[src/rtl/core/cde_pkg.sv]
// Shared types and constants of the cosine distance engine.
`default_nettype none
package cde_pkg;

	localparam int MAX_LEN = 1024;
	localparam int EW      = 16;
	localparam int CNT_W   = $clog2(MAX_LEN + 1);
	localparam int PP_W    = 2 * EW;
	localparam int NRM_W   = 2 * (EW - 1) + CNT_W;
	localparam int DOT_W   = NRM_W + 1;
	localparam int PROD_W  = 2 * NRM_W;
	localparam int M_W     = EW;
	localparam int SH      = 2 * (M_W - 1);
	localparam int CMP_W   = PROD_W + 2 * M_W;
	localparam int STEP_W  = $clog2(NRM_W);

	localparam logic [EW-1:0] ONE_Q14 = EW'(16384);

	typedef enum logic [1:0] {
		ST_OK      = 2'd0,
		ST_NOVALID = 2'd1,
		ST_ZNORM   = 2'd2,
		ST_OVF     = 2'd3
	} status_t;

	typedef struct packed {
		logic signed [EW-1:0] elem_a;
		logic signed [EW-1:0] elem_b;
		logic                 a_missing;
		logic                 b_missing;
		logic                 last;
	} item_t;

	typedef struct packed {
		logic [EW-1:0] distance;
		status_t       status;
	} result_t;

	typedef struct packed {
		logic take;
		logic eval;
		logic load_p;
		logic load_d;
		logic step;
		logic init;
		logic cand;
		logic decide;
		logic fin;
	} cmd_t;

	typedef struct packed {
		logic ok;
	} sts_t;

endpackage
`default_nettype wire

[src/rtl/core/cde_dp.sv]
// Datapath: pair classification, accumulators, serial multiplier, root/divide search.
`default_nettype none
module cde_dp (
	input  wire               clk,
	input  wire               arst_n,
	input  cde_pkg::item_t    item,
	input  cde_pkg::cmd_t     cmd,
	output cde_pkg::sts_t     sts,
	output cde_pkg::result_t  result
);
	import cde_pkg::*;

	logic [CNT_W-1:0]        ecnt_q;
	logic                    ovf_q;
	logic                    anyv_q;
	logic signed [DOT_W-1:0] dot_q;
	logic [NRM_W-1:0]        na_q;
	logic [NRM_W-1:0]        nb_q;
	logic                    add_s1;
	logic                    valid_s1;
	logic signed [PP_W-1:0]  pab_s1;
	logic [PP_W-1:0]         paa_s1;
	logic [PP_W-1:0]         pbb_s1;
	logic                    hit_ovf;
	logic                    miss;
	logic                    za;
	logic                    zb;
	status_t                 st_q;
	status_t                 st_next;
	logic [NRM_W-1:0]        mag;
	logic [PROD_W-1:0]       xs_q;
	logic [NRM_W-1:0]        ys_q;
	logic [PROD_W-1:0]       pacc_q;
	logic [PROD_W-1:0]       p_q;
	logic [CMP_W-1:0]        ps_q;
	logic [CMP_W-1:0]        rs_q;
	logic [CMP_W-1:0]        qq_q;
	logic [CMP_W-1:0]        tt_q;
	logic [CMP_W-1:0]        cand_q;
	logic [CMP_W-1:0]        rs_sum;
	logic                    fit;
	logic [M_W-1:0]          m_q;
	logic [M_W:0]            msum;
	logic [EW-1:0]           tval;
	logic [DOT_W-1:0]        dot_neg;

	assign hit_ovf = ecnt_q >= CNT_W'(MAX_LEN);
	assign miss    = item.a_missing | item.b_missing;
	assign za      = item.elem_a == '0;
	assign zb      = item.elem_b == '0;

	always_ff @(posedge clk or negedge arst_n) begin
		if (!arst_n) begin
			add_s1   <= 1'b0;
			valid_s1 <= 1'b0;
		end else begin
			add_s1   <= cmd.take & ~hit_ovf & ~miss & ~za & ~zb;
			valid_s1 <= cmd.take & ~hit_ovf & ~miss & (za == zb);
		end
	end

	always_ff @(posedge clk) begin
		pab_s1 <= item.elem_a * item.elem_b;
		paa_s1 <= PP_W'(item.elem_a * item.elem_a);
		pbb_s1 <= PP_W'(item.elem_b * item.elem_b);
	end

	always_ff @(posedge clk or negedge arst_n) begin
		if (!arst_n) begin
			ecnt_q <= '0;
			ovf_q  <= 1'b0;
			anyv_q <= 1'b0;
			dot_q  <= '0;
			na_q   <= '0;
			nb_q   <= '0;
		end else if (cmd.fin) begin
			ecnt_q <= '0;
			ovf_q  <= 1'b0;
			anyv_q <= 1'b0;
			dot_q  <= '0;
			na_q   <= '0;
			nb_q   <= '0;
		end else begin
			if (cmd.take) begin
				if (hit_ovf) begin
					ovf_q <= 1'b1;
				end else begin
					ecnt_q <= ecnt_q + CNT_W'(1);
				end
			end
			if (valid_s1) begin
				anyv_q <= 1'b1;
			end
			if (add_s1) begin
				dot_q <= dot_q + DOT_W'(pab_s1);
				na_q  <= na_q + NRM_W'(paa_s1);
				nb_q  <= nb_q + NRM_W'(pbb_s1);
			end
		end
	end

	always_comb begin
		if (ovf_q) begin
			st_next = ST_OVF;
		end else if (!anyv_q) begin
			st_next = ST_NOVALID;
		end else if (na_q == '0 || nb_q == '0) begin
			st_next = ST_ZNORM;
		end else begin
			st_next = ST_OK;
		end
	end

	assign sts.ok  = st_next == ST_OK;
	assign dot_neg = -dot_q;
	assign mag     = dot_q[DOT_W-1] ? dot_neg[NRM_W-1:0] : dot_q[NRM_W-1:0];

	// shift-add multiplier, one partial product per cycle
	always_ff @(posedge clk) begin
		if (cmd.eval) begin
			st_q <= st_next;
		end
		if (cmd.load_p) begin
			xs_q   <= PROD_W'(na_q);
			ys_q   <= nb_q;
			pacc_q <= '0;
		end else if (cmd.load_d) begin
			p_q    <= pacc_q;
			xs_q   <= PROD_W'(mag);
			ys_q   <= mag;
			pacc_q <= '0;
		end else if (cmd.step) begin
			if (ys_q[0]) begin
				pacc_q <= pacc_q + xs_q;
			end
			xs_q <= xs_q << 1;
			ys_q <= ys_q >> 1;
		end
	end

	// largest m with m^2 * na * nb <= 2^SH * dot^2, one bit per candidate and decide step pair
	assign fit    = cand_q <= tt_q;
	assign rs_sum = rs_q + (ps_q << 1);

	always_ff @(posedge clk) begin
		if (cmd.init) begin
			ps_q <= CMP_W'(p_q) << SH;
			tt_q <= CMP_W'(pacc_q) << SH;
			rs_q <= '0;
			qq_q <= '0;
			m_q  <= '0;
		end else if (cmd.cand) begin
			cand_q <= qq_q + rs_q + ps_q;
		end else if (cmd.decide) begin
			if (fit) begin
				qq_q <= cand_q;
			end
			rs_q <= (fit ? rs_sum : rs_q) >> 1;
			ps_q <= ps_q >> 2;
			m_q  <= {m_q[M_W-2:0], fit};
		end
	end

	assign msum = {1'b0, m_q} + (M_W+1)'(1);
	assign tval = msum[M_W:1];

	always_ff @(posedge clk) begin
		if (cmd.fin) begin
			result.status <= st_q;
			if (st_q != ST_OK) begin
				result.distance <= '0;
			end else if (dot_q[DOT_W-1]) begin
				result.distance <= ONE_Q14 + tval;
			end else begin
				result.distance <= ONE_Q14 - tval;
			end
		end
	end

endmodule
`default_nettype wire

[src/rtl/core/cde_ctrl.sv]
// Controller: input flow, finishing sequence and result valid.
`default_nettype none
module cde_ctrl (
	input  wire            clk,
	input  wire            arst_n,
	input  wire            item_valid,
	input  wire            item_last,
	output logic           item_stall,
	output logic           result_valid,
	input  wire            result_stall,
	output cde_pkg::cmd_t  cmd,
	input  cde_pkg::sts_t  sts
);
	import cde_pkg::*;

	typedef enum logic [3:0] {
		S_RUN,
		S_DRAIN,
		S_EVAL,
		S_MULP,
		S_SAVEP,
		S_MULD,
		S_SRI,
		S_SRA,
		S_SRB,
		S_FIN
	} state_t;

	state_t            state_q;
	logic [STEP_W-1:0] cnt_q;
	logic              res_valid_q;
	logic              free;

	assign free         = ~res_valid_q | ~result_stall;
	assign item_stall   = state_q != S_RUN;
	assign result_valid = res_valid_q;

	always_comb begin
		cmd        = '0;
		cmd.take   = item_valid & (state_q == S_RUN);
		cmd.eval   = state_q == S_EVAL;
		cmd.load_p = (state_q == S_EVAL) & sts.ok;
		cmd.load_d = state_q == S_SAVEP;
		cmd.step   = (state_q == S_MULP) | (state_q == S_MULD);
		cmd.init   = state_q == S_SRI;
		cmd.cand   = state_q == S_SRA;
		cmd.decide = state_q == S_SRB;
		cmd.fin    = (state_q == S_FIN) & free;
	end

	always_ff @(posedge clk or negedge arst_n) begin
		if (!arst_n) begin
			state_q     <= S_RUN;
			cnt_q       <= '0;
			res_valid_q <= 1'b0;
		end else begin
			res_valid_q <= (res_valid_q & result_stall) | cmd.fin;
			case (state_q)
				S_RUN: begin
					if (item_valid && item_last) begin
						state_q <= S_DRAIN;
					end
				end
				S_DRAIN: state_q <= S_EVAL;
				S_EVAL: begin
					cnt_q   <= '0;
					state_q <= sts.ok ? S_MULP : S_FIN;
				end
				S_MULP: begin
					if (cnt_q == STEP_W'(NRM_W - 1)) begin
						cnt_q   <= '0;
						state_q <= S_SAVEP;
					end else begin
						cnt_q <= cnt_q + STEP_W'(1);
					end
				end
				S_SAVEP: state_q <= S_MULD;
				S_MULD: begin
					if (cnt_q == STEP_W'(NRM_W - 1)) begin
						cnt_q   <= '0;
						state_q <= S_SRI;
					end else begin
						cnt_q <= cnt_q + STEP_W'(1);
					end
				end
				S_SRI: state_q <= S_SRA;
				S_SRA: state_q <= S_SRB;
				S_SRB: begin
					if (cnt_q == STEP_W'(M_W - 1)) begin
						cnt_q   <= '0;
						state_q <= S_FIN;
					end else begin
						cnt_q   <= cnt_q + STEP_W'(1);
						state_q <= S_SRA;
					end
				end
				S_FIN: begin
					if (free) begin
						state_q <= S_RUN;
					end
				end
				default: state_q <= S_RUN;
			endcase
		end
	end

endmodule
`default_nettype wire

[src/rtl/core/cosine_distance_engine_unit.sv]
// Top level of the cosine distance engine.
`default_nettype none
// One element pair beat is taken per cycle while a vector streams in. After
// the beat flagged last, the input stalls while the result is formed. When
// the status is not ok the drain and evaluate states lead straight to the
// finish state; otherwise a bit-serial multiplier forms the norm product and
// the squared dot product in turn, and a search finds the 16-bit similarity
// one bit per pair of candidate and decide steps. The result beat sits in
// an output register; a new vector may stream in while it waits to be taken.
// distance is unsigned Q2.14 (16384 = 1.0), 0 on any non-ok status.
module cosine_distance_engine_unit (
	input  wire               clk,
	input  wire               arst_n,
	input  wire               item_valid,
	output logic              item_stall,
	input  cde_pkg::item_t    item,
	output logic              result_valid,
	input  wire               result_stall,
	output cde_pkg::result_t  result
);
	import cde_pkg::*;

	cmd_t cmd;
	sts_t sts;

	cde_ctrl u_ctrl (
		.clk          (clk),
		.arst_n       (arst_n),
		.item_valid   (item_valid),
		.item_last    (item.last),
		.item_stall   (item_stall),
		.result_valid (result_valid),
		.result_stall (result_stall),
		.cmd          (cmd),
		.sts          (sts)
	);

	cde_dp u_dp (
		.clk    (clk),
		.arst_n (arst_n),
		.item   (item),
		.cmd    (cmd),
		.sts    (sts),
		.result (result)
	);

endmodule
`default_nettype wire
[config.mk]
export PLATFORM = sky130hd
export DESIGN_NAME = cosine_distance_engine_unit
export DESIGN_NICKNAME = d
export VERILOG_FILES = /design/src/rtl/core/cde_pkg.sv /design/src/rtl/core/cde_dp.sv /design/src/rtl/core/cde_ctrl.sv /design/src/rtl/core/cosine_distance_engine_unit.sv
export SDC_FILE = /design/constraint.sdc
export NUM_CORES = 2
export LEC_CHECK = 0
export BUFFER_PORTS_ARGS = -buffer_cell sky130_fd_sc_hd__buf_2
export CAP_MARGIN = 10
export CORE_MARGIN = 2
export CORE_UTILIZATION = 45
export DETAILED_ROUTE_END_ITERATION = 16
export GPL_ROUTABILITY_DRIVEN = 0
export SYNTH_ARGS = -nofsm -noshare
export SYNTH_HDL_FRONTEND = slang
export SYNTH_SLANG_ARGS = --single-unit
[constraint.sdc]
create_clock -name clk -period 7.1 [get_ports clk]
set_input_delay 1.065 -clock clk [delete_from_list [all_inputs] [get_ports clk]]
set_output_delay 1.065 -clock clk [all_outputs]
set_load 0.05 [all_outputs]
==> implementation parameters <==
Parameter                              Value

Worst setup path
  Type of the setup path with the least slack    in2reg
  Critical path startpoint    item[4]
  Critical path required time    between 7 and 8 ns
  Flop2flop setup slack    1.57 ns
  Worst Reg-to-Reg Cells    15
  Data arrival time at the worst-slack endpoint    7.57 ns
  Most used cell along the critical path    fa_1
  Worst R2R End    u_dp.cand_q[111]
  Kind of start point of the critical path    input port
  Endpoint type of the worst setup path    flop
  Largest fanout on the critical path    8
  Critical Path Max Stage Delay    0.56 ns
  Cell with the biggest individual delay on the critical path    fa_1
  Origin of the critical flop-to-flop path    u_dp.rs_q[1]

Global route
  First-pass GRT wire length    432000 um
  Global-route track usage on met3    2.79%
  Most utilized layer in the global route result    met2
  Total routing usage reported by global routing    approximately 25%
  Maximum number of pins on one net before global-route repair    154
  Initial antenna violation count    1
  GR Layer Usage met2    41.7%
  Global-route congestion overflow total    0
  Number of global-route vias before repair    77800
  Met1 Track Usage GR    32.7%

Synthesis
  Flip-flop and latch count after synthesis    1102
  Ys flop type    dfxtp_1
  Syn avg cell area    between 9 and 10 um2
  Cells after synthesis    10600
  Portion of the post-synthesis area used by sequential elements    between 20% and 30%
  Share of synthesized registers carrying an async set or reset    13.6%
  Mapped Nets    ~12000
  Count of cell types in the netlist    100
  Number of flops mapped to enable cells by yosys    462
  Syn. warnings    0
  Cell area after synthesis    0.0963 mm2

Timing
  Number of max-slew violations in the final report    0
  Worst Tran Pin Value    1.21 ns
  Fmax achieved    between 100 and 150 MHz
  Count of final hold-check violations    0
  Fraction of the cycle the final worst path needs    just under 100%
  Worst-case headroom to the max-slew limit    19.1%
  Fin crit period    6.88 ns
  Clock Skew    0.0326 ns
  Total setup violations reported at the end of the flow    0

Finish
  Fraction of final layout cells with drive strength greater than 1    under 10%
  Count of antenna diodes in the layout    0
  Relative area change from synthesis to final layout    10.5%
  Net count, final    12400
  Final cell area excluding filler cells    approximately 0.11 mm2

Detailed routing
  Wire length after detailed routing    272000 um
  Count of nets left with antenna violations after detail routing    0
  Count of TritonRoute iterations in the first routing pass    8
  Number of vias in the routed layout    76500
  Via density per instance    5.60
  Violation count after the first detailed-route iteration    5515
  Final routed wire length divided by cell count    about 20 um
  DRC    0

Die
  Die Span Y    around 470 um
  Initial standard-cell utilization of the core    45.3%
  Overall die area    0.218 mm2
  Cell Rows    169
  Overall die width    about 470 um
  Total I/O pin count    59
  Core Footprint    approximately 0.21 mm2

Clocking
  Clock insertion delay at the later pin of the skew report    roughly 0.8 ns
  Maximum number of buffers from clock root to sink    3
  Clk root buf    clkbuf_16
  Clock sinks    1102
  Depth of the CTS H-tree    4
  Num CTS Buffers    132
  Number of hold buffers added after cts    0
  Worst-path clk slew    0.06 ns
  CTS tree    built

Flow run
  Max-capacitance violation count    0

Place
  Port bufs    58
  Detailed placer's ending HPWL    ~220000 um
  Placement Cell Area    0.102 mm2

Outcome
  Result of the run    finished, final reports clean

Worst hold path
  Hold WC Path Type    in2async
metrics by stage:
stage               std cells  hold WS [ns]  setup TNS, ns  worst slack [ns]  utilization (%)
floorplan               10600         0.417         -0.325            -0.227                -
global placement        13400         0.446          -6.71            -0.527             48.0
detailed placement      13400         0.450          -7.95            -0.543             48.0
CTS                     13700         0.224              0             0.269             50.1
global route            13700         0.254       -0.00898          -0.00898             50.1
finish                  13700         0.238              0             0.221             50.1
per-layer routing:
metal / wire length, um / up-vias
met3: 13500 / 571
met4: 12600 / 0
met1: 118000 / 37300
li1: - / 36400
met5: 0 / -
met2: 128000 / 2185
cell usage after synthesis (153+ instances only):
cell type	number	area share (%)
xnor2_1	339	3.1
fa_1	848	18
o21ai_0	430	2.2
nand4_1	153	0.99
ha_1	762	9.9
clkbuf_1	462	1.8
nand2_1	1281	5.0
a21o_1	364	2.8
a21oi_1	850	4.4
xor2_1	230	2.1
inv_1	1255	4.9
nor2_1	663	2.6
dfxtp_1	490	10
and2_1	212	1.4
edfxtp_1	462	14
worst max-delay path, delay by kind of cell:
family / cells / cell delay, ns
AND/OR/NAND/NOR: 2 / 0.15
buffers and inverters: 8 / 0.86
adder cells (fa/ha/maj): 7 / 3.45
XOR/XNOR: 1 / 0.14
AO/OA/AOI/OAI: 9 / 1.90
worst max path at each step:
stage,end,cells after the start,slack [ns]
after floorplan,u_dp.pbb_s1[31],25,-0.23
after global placement,u_dp.pbb_s1[31],27,-0.53
after detailed placement,u_dp.pbb_s1[31],25,-0.54
after CTS,u_dp.pab_s1[31],25,0.27
after global routing,u_dp.pab_s1[31],27,-0.009
final,u_dp.pab_s1[31],27,0.22
cell families after synthesis:
group	after synthesis	share of synthesized area, %
xor gates and xnor gates	569	5.17
muxes	106	1.11
adders and majority gates	1610	27.5
and+or+nand+nor	2947	13.9
buffers and inverters	1765	6.91
AOI/OAI and AO/OA	2526	16.9
DFF	1102	28.5
cell type report:
class	instances	area, um2
Clock inverter	66	582
Tap cell	2821	3530
Timing Repair Buffer	494	3810
Multi-Input combinational cell	7758	62500
Clock buffer	177	3780
Sequential cell	1102	27400
Fill cell	19800	106000
Inverter	1260	4750
layout by cell type, fill, tap and decap left out, drive strengths merged, types with 59 or more instances in the layout:
cell,count
nand3,147
a21oi,851
and3,74
o21ai,456
xor2,230
a211oi,59
and2,213
dfxtp,490
a31oi,66
inv,1266
mux2i,103
nor2,663
ha,762
fa,848
buf,494
nand4,154
o21a,59
dfrtp,150
clkbuf,177
o211ai,59
a21o,364
nand2,1281
nand2b,59
a22o,120
o21bai,124
edfxtp,462
xnor2,339
nor3,114
what timing repair did:
| item | 4_1_cts | 5_1_grt |
|---|---|---|
| resized for setup | 0 | 2 |
| buffers inserted | 0 | 0 |
| setup endpoints to repair | 0 | 2 |
state kept, by name, indices dropped and copies added (netlist names), 42 cells and up:
name         flops
u_dp.p_q        82
u_dp.ps_q      112
u_dp.pacc_q     82
u_dp.qq_q      114
u_dp.cand_q    114
u_dp.tt_q       82
u_dp.rs_q      113
u_dp.dot_q      42
u_dp.xs_q       82
Power is left out: the tool's default activity adds up to more than one toggle a clock period on the data nets, which glitch-free logic cannot reach.
